## src/design/linear_blend_skinning_assert.svh

```systemverilog
// assertion macros for the skinning engine
// used at the end of the top level
`ifndef LINEAR_BLEND_SKINNING_ASSERT_SVH
`define LINEAR_BLEND_SKINNING_ASSERT_SVH
`define LBS_ASSERT_IMPL(label, clk, rst, ante, cons) \
  label: assert property (@(posedge clk) disable iff (rst) (ante) |-> (cons)) \
    else $error("lbs check failed");
`define LBS_ASSERT_NEXT(label, clk, rst, ante, cons) \
  label: assert property (@(posedge clk) disable iff (rst) (ante) |=> (cons)) \
    else $error("lbs check failed");
`endif

```

## src/design/lbs_ram.sv

```systemverilog
// generic single-port ram with registered read
// no dependencies
`default_nettype none
module lbs_ram #(
  parameter int WIDTH = 32,
  parameter int DEPTH = 16
) (
  input  wire logic                     clk,
  input  wire logic                     we,
  input  wire logic [$clog2(DEPTH)-1:0] addr,
  input  wire logic [WIDTH-1:0]         wdata,
  output logic [WIDTH-1:0]              rdata
);
  logic [WIDTH-1:0] mem [DEPTH];
  always_ff @(posedge clk) begin
    if (we) mem[addr] <= wdata;
    rdata <= mem[addr];
  end
endmodule
`default_nettype wire

```

## config.mk

```make
export PLATFORM = sky130hd
export DESIGN_NAME = lbs_ram
export DESIGN_NICKNAME = d
export VERILOG_FILES = /design/src/design/linear_blend_skinning_assert.svh /design/src/design/lbs_ram.sv
export SDC_FILE = /design/constraint.sdc
export NUM_CORES = 1
export LEC_CHECK = 0
export BUFFER_PORTS_ARGS = -buffer_cell sky130_fd_sc_hd__buf_2
export CORE_ASPECT_RATIO = 1.1
export CORE_MARGIN = 5
export CORE_UTILIZATION = 30
export CTS_BUF_LIST = sky130_fd_sc_hd__clkbuf_4
export DETAILED_ROUTE_END_ITERATION = 7
export PLACE_DENSITY = 0.43
export RECOVER_POWER = 25
export SYNTH_ARGS = -nofsm -noshare
export SYNTH_HDL_FRONTEND = slang
export SYNTH_SLANG_ARGS = --single-unit
```

## constraint.sdc

```tcl
create_clock -name clk -period 4.8 [get_ports clk]
set_input_delay 1.44 -clock clk [delete_from_list [all_inputs] [get_ports clk]]
set_output_delay 1.44 -clock clk [all_outputs]
set_load 0.05 [all_outputs]
```

==> impl_metrics.tcl <==
set metrics [dict create \
    status "completed" \
    core_area_mm2 0.0660 \
    cts-root-buf "clkbuf_4" \
    htree_num_levels 4 \
    min_from "mem[13][30]$_DFFE_PP_" \
    numCtsBuffers 146 \
    clk_pin_slew_ps 60 \
    async_flop_share_pct 0 \
    yosys-top-cells-area "edfxtp_1 (77%), mux4_2 (15%), dfxtp_1 (3.2%), a22oi_1 (2.4%), nand2_1 (0.62%)" \
    yosysMostFrequentCell "edfxtp_1" \
    synth_fa_ha_area_share_pct 0 \
    whs_endpoint "rdata[30]$_DFF_P_" \
    power.density_mw_per_mm2 433 \
    die_x_um 255 \
    cp-startpoint "addr[2]" \
    slew_violations 0 \
    cp-start-kind "primary input" \
    hold_buffers 0 \
    setup_viol_count_final 0 \
    wl_um 48100 \
    power.share.clock_pct 41.7 \
    synth_xor_xnor_area_share_pct 0 \
    grt_first_pass_wirelength_um 70200 \
    clock_path_buffers 3 \
    worst_clock_skew_ps 44.8 \
    p_sw_share_pct 22.8 \
    layout_min_cycle_time_ps 3210 \
    dp_hpwl_um 26100 \
    synth_seq_area_share_pct 80.6 \
    reg2reg_from "mem[4][4]$_DFFE_PP_" \
    sequentialPowerShare_pct 52.6 \
    synth_top_family_by_area "multiplexers" \
    synth_cells 840 \
    io_pins 70 \
    grt-ovfl-total 0 \
    synth_compound_area_share_pct 2.42 \
    firstDrtPassIters 4 \
    drive_above_1_share_pct 40.2 \
    postCtsSetupRepairBufs 0 \
    viasPerCell 4.68 \
    tns_ps 0 \
    cap_violations 0 \
    switching_power_mw 2.31 \
    die_y_um 280 \
    ys.flop_type "edfxtp_1" \
    finalHoldViolations 0 \
    worstPathRequired_ps 5340 \
    hold_class "register to register" \
    r2r_end "rdata[4]$_DFF_P_" \
    cts_resized 0 \
    grt_max_degree 87 \
    portBuffers 69 \
    wl_per_cell_um 23.8 \
    internal-power_mw 7.84 \
    fin_crit_sh_pct 66.9 \
    leakagePower_nw 7.59 \
    synth_edf_count 512 \
    clock_latency_ps 930 \
    path_class "primary input to register" \
    synth_top_area_cell "edfxtp_1" \
    synth_area_mm2 0.0199 \
    ir_worst_vdd_mv 0.280 \
    fp-row-count 99 \
    end_kind "register" \
    comb_power_share_pct 5.7 \
    drc 0 \
    max_freq_ghz 0.312 \
    synth_mux_area_share_pct 14.5 \
    rsz0062_at_grt "no" \
    r2r_cells 3 \
    netlist_top_cells_count "edfxtp_1 (512), mux4_2 (128), a22oi_1 (64)" \
    synthToLayoutAreaGrowth_pct 18.2 \
    antenna_found_initial 3 \
    ys_seq_elements 544 \
    yosysWarnings 0 \
    hold_path_depth 3 \
    drtIter0Drc 563 \
    postRouteAntennaNets 0 \
    synth-simple-area-share_pct 1.27 \
    grt_pass1_vias 10435 \
    ys_types 17 \
    vias 9446 \
    dieArea_mm2 0.0715 \
    tightest_slew_ps 1200 \
    cts_tree "built" \
    crit_arrival_ps 3750 \
    final_util_pct 35.5 \
    initial_core_util_pct 30.1 \
    r2r_slack_ps 3390 \
    path_max_fanout 22 \
    clock_sinks 544 \
    track_usage_pct 13.6 \
    syn_nets 878 \
    synth_top_area_share_pct 77.4 \
    gp_congestion 0.687 \
    avgSynthCellArea_um2 23.6 \
    nets 1080 \
    slew_headroom_pct 19.8 \
]
## final cells by class
| class | instances | area (um2) |
|---|---|---|
| Tap cell | 858 | 1070 |
| Sequential cell | 544 | 16000 |
| Fill cell | 6188 | 42600 |
| Clock buffer | 224 | 1680 |
| Antenna cell | 2 | 5.00 |
| Multi-Input combinational cell | 251 | 3750 |
| Clock inverter | 40 | 284 |
| Timing Repair Buffer | 99 | 659 |
## worst max-delay path: stages
cell and delay (ps):
buf_2 170, or3b_2 620, nor3_2 940, buf_4 550
## how the worst max path moves through the flow
stage	end	slack, ps	depth (start not counted)
floorplan	mem[0][0]$_DFFE_PP_	120	4
global placement	mem[0][1]$_DFFE_PP_	640	4
detailed placement	mem[0][29]$_DFFE_PP_	580	4
CTS	rdata[20]	1550	1
global route	mem[0][28]$_DFFE_PP_	1570	4
finish	mem[0][28]$_DFFE_PP_	1590	4
## layout by cell type, fill, tap and decap left out, drive strengths merged, types with 4 or more instances in the layout
cell type	count
clkbuf	246
nor3	4
a22oi	64
dfxtp	32
buf	77
inv	4
edfxtp	512
bufinv	4
clkinv	28
clkinvlp	4
mux4	128
nor2	13
nand2	33
## registers in the layout, indices dropped and copies added (netlist names)
name and cells:
mem 512, rdata 32
## metal layers
layer  vias up  global-route usage [%]  routed length (um)
met5         -                       0                   0
met4         0                    4.72                 798
met3        66                    3.73                2080
met2       237                    23.1               24500
met1      5036                    16.9               20700
li1       4107                       -                   -
## through the flow
stage	cell area, um2	hold WS (ps)	worst slack [ps]	power, mW	cells
after detailed placement	21500	654	583	6.05	1752
after CTS	23500	649	1550	10.4	2016
after global placement	21500	653	636	6.04	1752
after floorplan	19900	635	118	5.80	840
after global routing	23500	679	1570	10.7	2017
final	23500	647	1590	10.2	2018
## power by group through the flow
stage	sequential [mW]	clock [mW]	combinational [mW]
floorplan	5.55	0	0.256
global placement	5.44	0	0.598
detailed placement	5.45	0	0.602
CTS	5.34	4.41	0.603
global route	5.35	4.68	0.626
finish	5.34	4.23	0.581
## cell families (layout without fill, tap and decap cells)
group,Yosys count,after routing
DFF,544,544
muxes,128,128
AOI/OAI and AO/OA,64,64
and+or+nand+nor,59,59
buffers and inverters,45,363
other,0,2
Power figures use the tool's default switching activity.
