### config.mk
export PLATFORM = sky130hd
export DESIGN_NAME = lbs_mac
export DESIGN_NICKNAME = d
export VERILOG_FILES = /design/src/design/linear_blend_skinning_assert.svh /design/src/design/lbs_pkg.sv /design/src/design/lbs_mac.sv
export SDC_FILE = /design/constraint.sdc
export NUM_CORES = 2
export LEC_CHECK = 0
export BUFFER_PORTS_ARGS = -buffer_cell sky130_fd_sc_hd__buf_2
export CAP_MARGIN = 20
export CORE_UTILIZATION = 60
export CTS_CLUSTER_SIZE = 28
export DETAILED_ROUTE_END_ITERATION = 16
export MAX_ROUTING_LAYER = met4
export PLACE_DENSITY = 0.85
export REMOVE_ABC_BUFFERS = 1
export SLEW_MARGIN = 40
export SYNTH_ARGS = -nofsm -noshare
export SYNTH_HDL_FRONTEND = slang
export SYNTH_SLANG_ARGS = --single-unit
### constraint.sdc
create_clock -name clk -period 16.1 [get_ports clk]
set_clock_uncertainty 0.2 [all_clocks]
set_input_delay 3.22 -clock clk [delete_from_list [all_inputs] [get_ports clk]]
set_output_delay 3.22 -clock clk [all_outputs]
set_load 0.01 [all_outputs]
### src/design/linear_blend_skinning_assert.svh
// assertion macros for the skinning engine
// used at the end of the top level
`ifndef LINEAR_BLEND_SKINNING_ASSERT_SVH
`define LINEAR_BLEND_SKINNING_ASSERT_SVH
`define LBS_ASSERT_IMPL(label, clk, rst, ante, cons) \
  label: assert property (@(posedge clk) disable iff (rst) (ante) |-> (cons)) \
    else $error("lbs check failed");
`define LBS_ASSERT_NEXT(label, clk, rst, ante, cons) \
  label: assert property (@(posedge clk) disable iff (rst) (ante) |=> (cons)) \
    else $error("lbs check failed");
`endif

### src/design/lbs_pkg.sv
// package for the skinning engine: constants, command codes, states
// no dependencies
`default_nettype none
package lbs_pkg;
  localparam int MAX_VERTICES = 4096;
  localparam int MAX_BONES = 64;
  localparam int FRAC_BITS = 16;
  localparam int VC_W = 13;
  localparam int BC_W = 7;
  localparam int VI_W = 12;
  localparam int BI_W = 6;
  localparam int CFG_W = 13;

  typedef enum logic [2:0] {
    FN_LOAD_REST = 3'd0, FN_LOAD_BIND = 3'd1, FN_LOAD_TARGET = 3'd2,
    FN_COMPOSE = 3'd3, FN_APPLY = 3'd4, FN_CLEAR = 3'd5, FN_READ = 3'd6,
    FN_NOP = 3'd7
  } func_t;

  typedef enum logic {
    CFG_VERTEX_COUNT = 1'b0, CFG_BONE_COUNT = 1'b1
  } cfg_idx_t;

  typedef enum logic [3:0] {
    ST_IDLE, ST_CLEAR, ST_REST_WR, ST_COMP_RD, ST_COMP_MAC, ST_COMP_WR,
    ST_APP_RD, ST_APP_MAC, ST_APP_W, ST_APP_ACC, ST_APP_WR, ST_RD_RD,
    ST_RD_CAP, ST_OUT
  } state_t;

  function automatic logic signed [31:0] sat32(input logic signed [49:0] v);
    logic signed [31:0] r;
    if (v > 50'sd2147483647) r = 32'sh7fffffff;
    else if (v < -50'sd2147483648) r = 32'sh80000000;
    else r = v[31:0];
    return r;
  endfunction
endpackage
`default_nettype wire

### src/design/lbs_mac.sv
// shared rounding multiplier: p = round(a*b >> frac), or >> 16 when wmode is set, registered
// uses lbs_pkg
`default_nettype none
module lbs_mac #(
  parameter int FRAC = lbs_pkg::FRAC_BITS
) (
  input  wire logic               clk,
  input  wire logic signed [31:0] a,
  input  wire logic signed [31:0] b,
  input  wire logic               wmode,
  output logic signed [47:0]      p
);
  logic signed [63:0] prod;
  logic signed [63:0] rnd;
  always_comb begin
    prod = a * b;
    if (wmode) rnd = (prod + 64'sd32768) >>> 16;
    else rnd = (prod + (64'sd1 <<< (FRAC - 1))) >>> FRAC;
  end
  always_ff @(posedge clk) begin
    p <= rnd[47:0];
  end
endmodule
`default_nettype wire

==> flow_summary.yaml <==
floorplan:
  die_w_um: 249.5
  rows: 90
  die_y_um: 249.5
  start_util_pct: 60.77
  dieArea_sq_mm: 0.06224
  io_pins: 114
  core_sq_mm: 0.06047
worst_setup_path:
  crit_arrival_ns: 11.99
  critPathMaxStageDelay_ns: 0.86
  cp.required_ns: 16.11
  crit_path_end_kind: "flip-flop"
  path_max_fanout: 32
  start_kind: "input pin"
  path_class: "input pin to flip-flop"
  cpMaxStageDelayCell: "fa_1"
  cp_common_cell: "fa_1"
synth:
  syn_inst: 3866
  synth_area_leaders: "fa_1 (59%), inv_1 (10%), and2_1 (8.7%)"
  yosysMostFrequentCell: "fa_1"
  yosysTopAreaCell: "fa_1"
  synth_area_per_cell_sq_um: 9.505
  synth_top_flop_cell: "dfxtp_1"
  syn_area_sq_mm: 0.03675
  synth_edf_count: 0
  synth_common_cells: "fa_1 (1,082), inv_1 (975), nand2_1 (513)"
  synthDistinctLibCells: 60
  yosysSeqAreaShare_pct: 2.615
  synth.top_cell.area_share_pct: 58.95
  ys_async_sr_fraction_pct: 0
  yosys_register_bits: 48
  yosysWarnings: 0
grt:
  grt-ovfl-total: 0
  antenna_found_initial: 2
  track_usage_pct: 34.36
  grt_pass1_wl_um: 159600
  grt_pass1_vias: 29700
  grt_max_degree: 33
flow_run:
  maxCapViolCount: 0
final_layout:
  largestRegisters: "p (48)"
  n_fill_cell: 4610
  layout.nets: 5119
  drive_above_1_share_pct: 4.111
  area_growth_pct: 3.163
  largest_reg_flops: 48
  regMostFlops: "p"
  utilization_pct: 62.69
sta:
  final.setup.tns_ns: 0
  period_share_pct: 74.38
  finalCriticalPeriod_ns: 11.98
  rsz0062_at_grt: "false"
  setup_viol: 0
  fmax_mhz: 83.51
  drv_slew: 0
  slew-limit-headroom_pct: 34.43
  hold_viol: 0
  tightestPinTransition_ns: 0.9835
clocking:
  cts_tree: "built"
  htree_levels: 2
  numCtsBuffers: 5
  cts_num_sinks: 48
  post_cts_resized: 0
  cts-root-buf: "clkbuf_16"
  post_cts_buffers: 0
  cts.clk_slew.worst_paths_ns: 0.06
  hold_buffers: 0
  clock_path_buffers: 2
placement:
  port_buffers: 112
  dpl.hpwl_um: 71900
  gp_congestion: 0.9495
hold_path:
  hold_path.class: "flip-flop to output pin"
  holdPathStages: 1
  whs_endpoint: "p[2]"
  holdCritStartpoint: "p[2]"
routing:
  drc: 0
  routed-via-count: 26330
  dr.pass1.iters: 7
  postRouteAntennaNets: 0
  avgRoutedWirePerCell_um: 20.98
  viasPerCell: 5.751
  dr.first_iter.drc_count: 2184
  routed_wl_um: 96060
outcome:
  status: "finished clean"
worst max-delay path, delay by kind of cell:
kind,cells,cell delay (ns)
xor gates and xnor gates,1,0.17
buffers and inverters,8,1.90
and+or+nand+nor,1,0.31
AOI/OAI and AO/OA,9,1.58
adders and majority gates,9,4.78
cells in the final DEF, fill, tap and decap left out, drive strengths merged, types with 5 or more instances in the layout:
cell	synthesis	routed
a211oi	6	6
a21o	22	22
a21oi	62	62
a31oi	7	7
and2	512	512
and3	5	5
buf	8	129
clkbuf	200	5
dfxtp	48	48
fa	1082	1082
ha	177	177
inv	975	976
nand2	513	513
nand2b	8	8
nand3	11	11
nand4	17	17
nor2	51	51
nor2b	5	5
nor3	8	8
o21a	7	7
o21ai	36	36
o21bai	9	9
o31ai	5	5
xnor2	43	43
xor2	19	19
how the worst max path moves through the flow:
stage / end / from / slack (ns)
2_1_floorplan: p[47] / b[2] / 5.82
4_1_cts: p[47] / b[5] / 4.27
5_1_grt: p[47] / b[5] / 3.71
6_report: p[47] / b[5] / 4.12
3_3_place_gp: p[47] / b[5] / 4.19
3_5_place_dp: p[47] / b[5] / 3.96
layer usage:
| layer | wire [um] | GRT usage, % |
|---|---|---|
| met1 | 34520 | 43.27 |
| met2 | 44400 | 52.39 |
| met3 | 13010 | 11.12 |
| met4 | 4135 | 12.06 |
| met5 | 0 | - |
layout make-up:
cell class | instances | area (sq um) | share of cell area [%]
Multi-Input combinational cell | 2634 | 31330 | 82.65
Inverter | 976 | 3665 | 9.667
Tap cell | 782 | 978.4 | 2.581
Sequential cell | 48 | 960.9 | 2.535
Timing Repair Buffer | 129 | 778.2 | 2.053
Clock buffer | 5 | 125.1 | 0.3301
Clock inverter | 3 | 68.82 | 0.1815
Antenna cell | 1 | 2.502 | 0.006601
cells by family after synthesis:
kind of cell	count (synthesis)	share of synthesized area [%]
DFF	48	2.615
xor gates and xnor gates	62	1.478
buffers and inverters	1184	12.14
AOI/OAI and AO/OA	174	3.282
and+or+nand+nor	1139	15.51
adders and majority gates	1259	64.97
metrics by stage:
step           hold WS (ns)  setup WS, ns  cell area, sq um  cells
2_1_floorplan         3.324         5.819             35950   3658
3_3_place_gp          3.417         4.194             37590   4566
3_5_place_dp          3.412         3.963             37600   4566
4_1_cts               3.750         4.273             37800   4574
5_1_grt               3.756         3.715             37910   4577
6_report              3.744         4.125             37910   4578
Power is not shown: default switching activity piles up to over one toggle a cycle in this logic, so the estimate is an artifact.
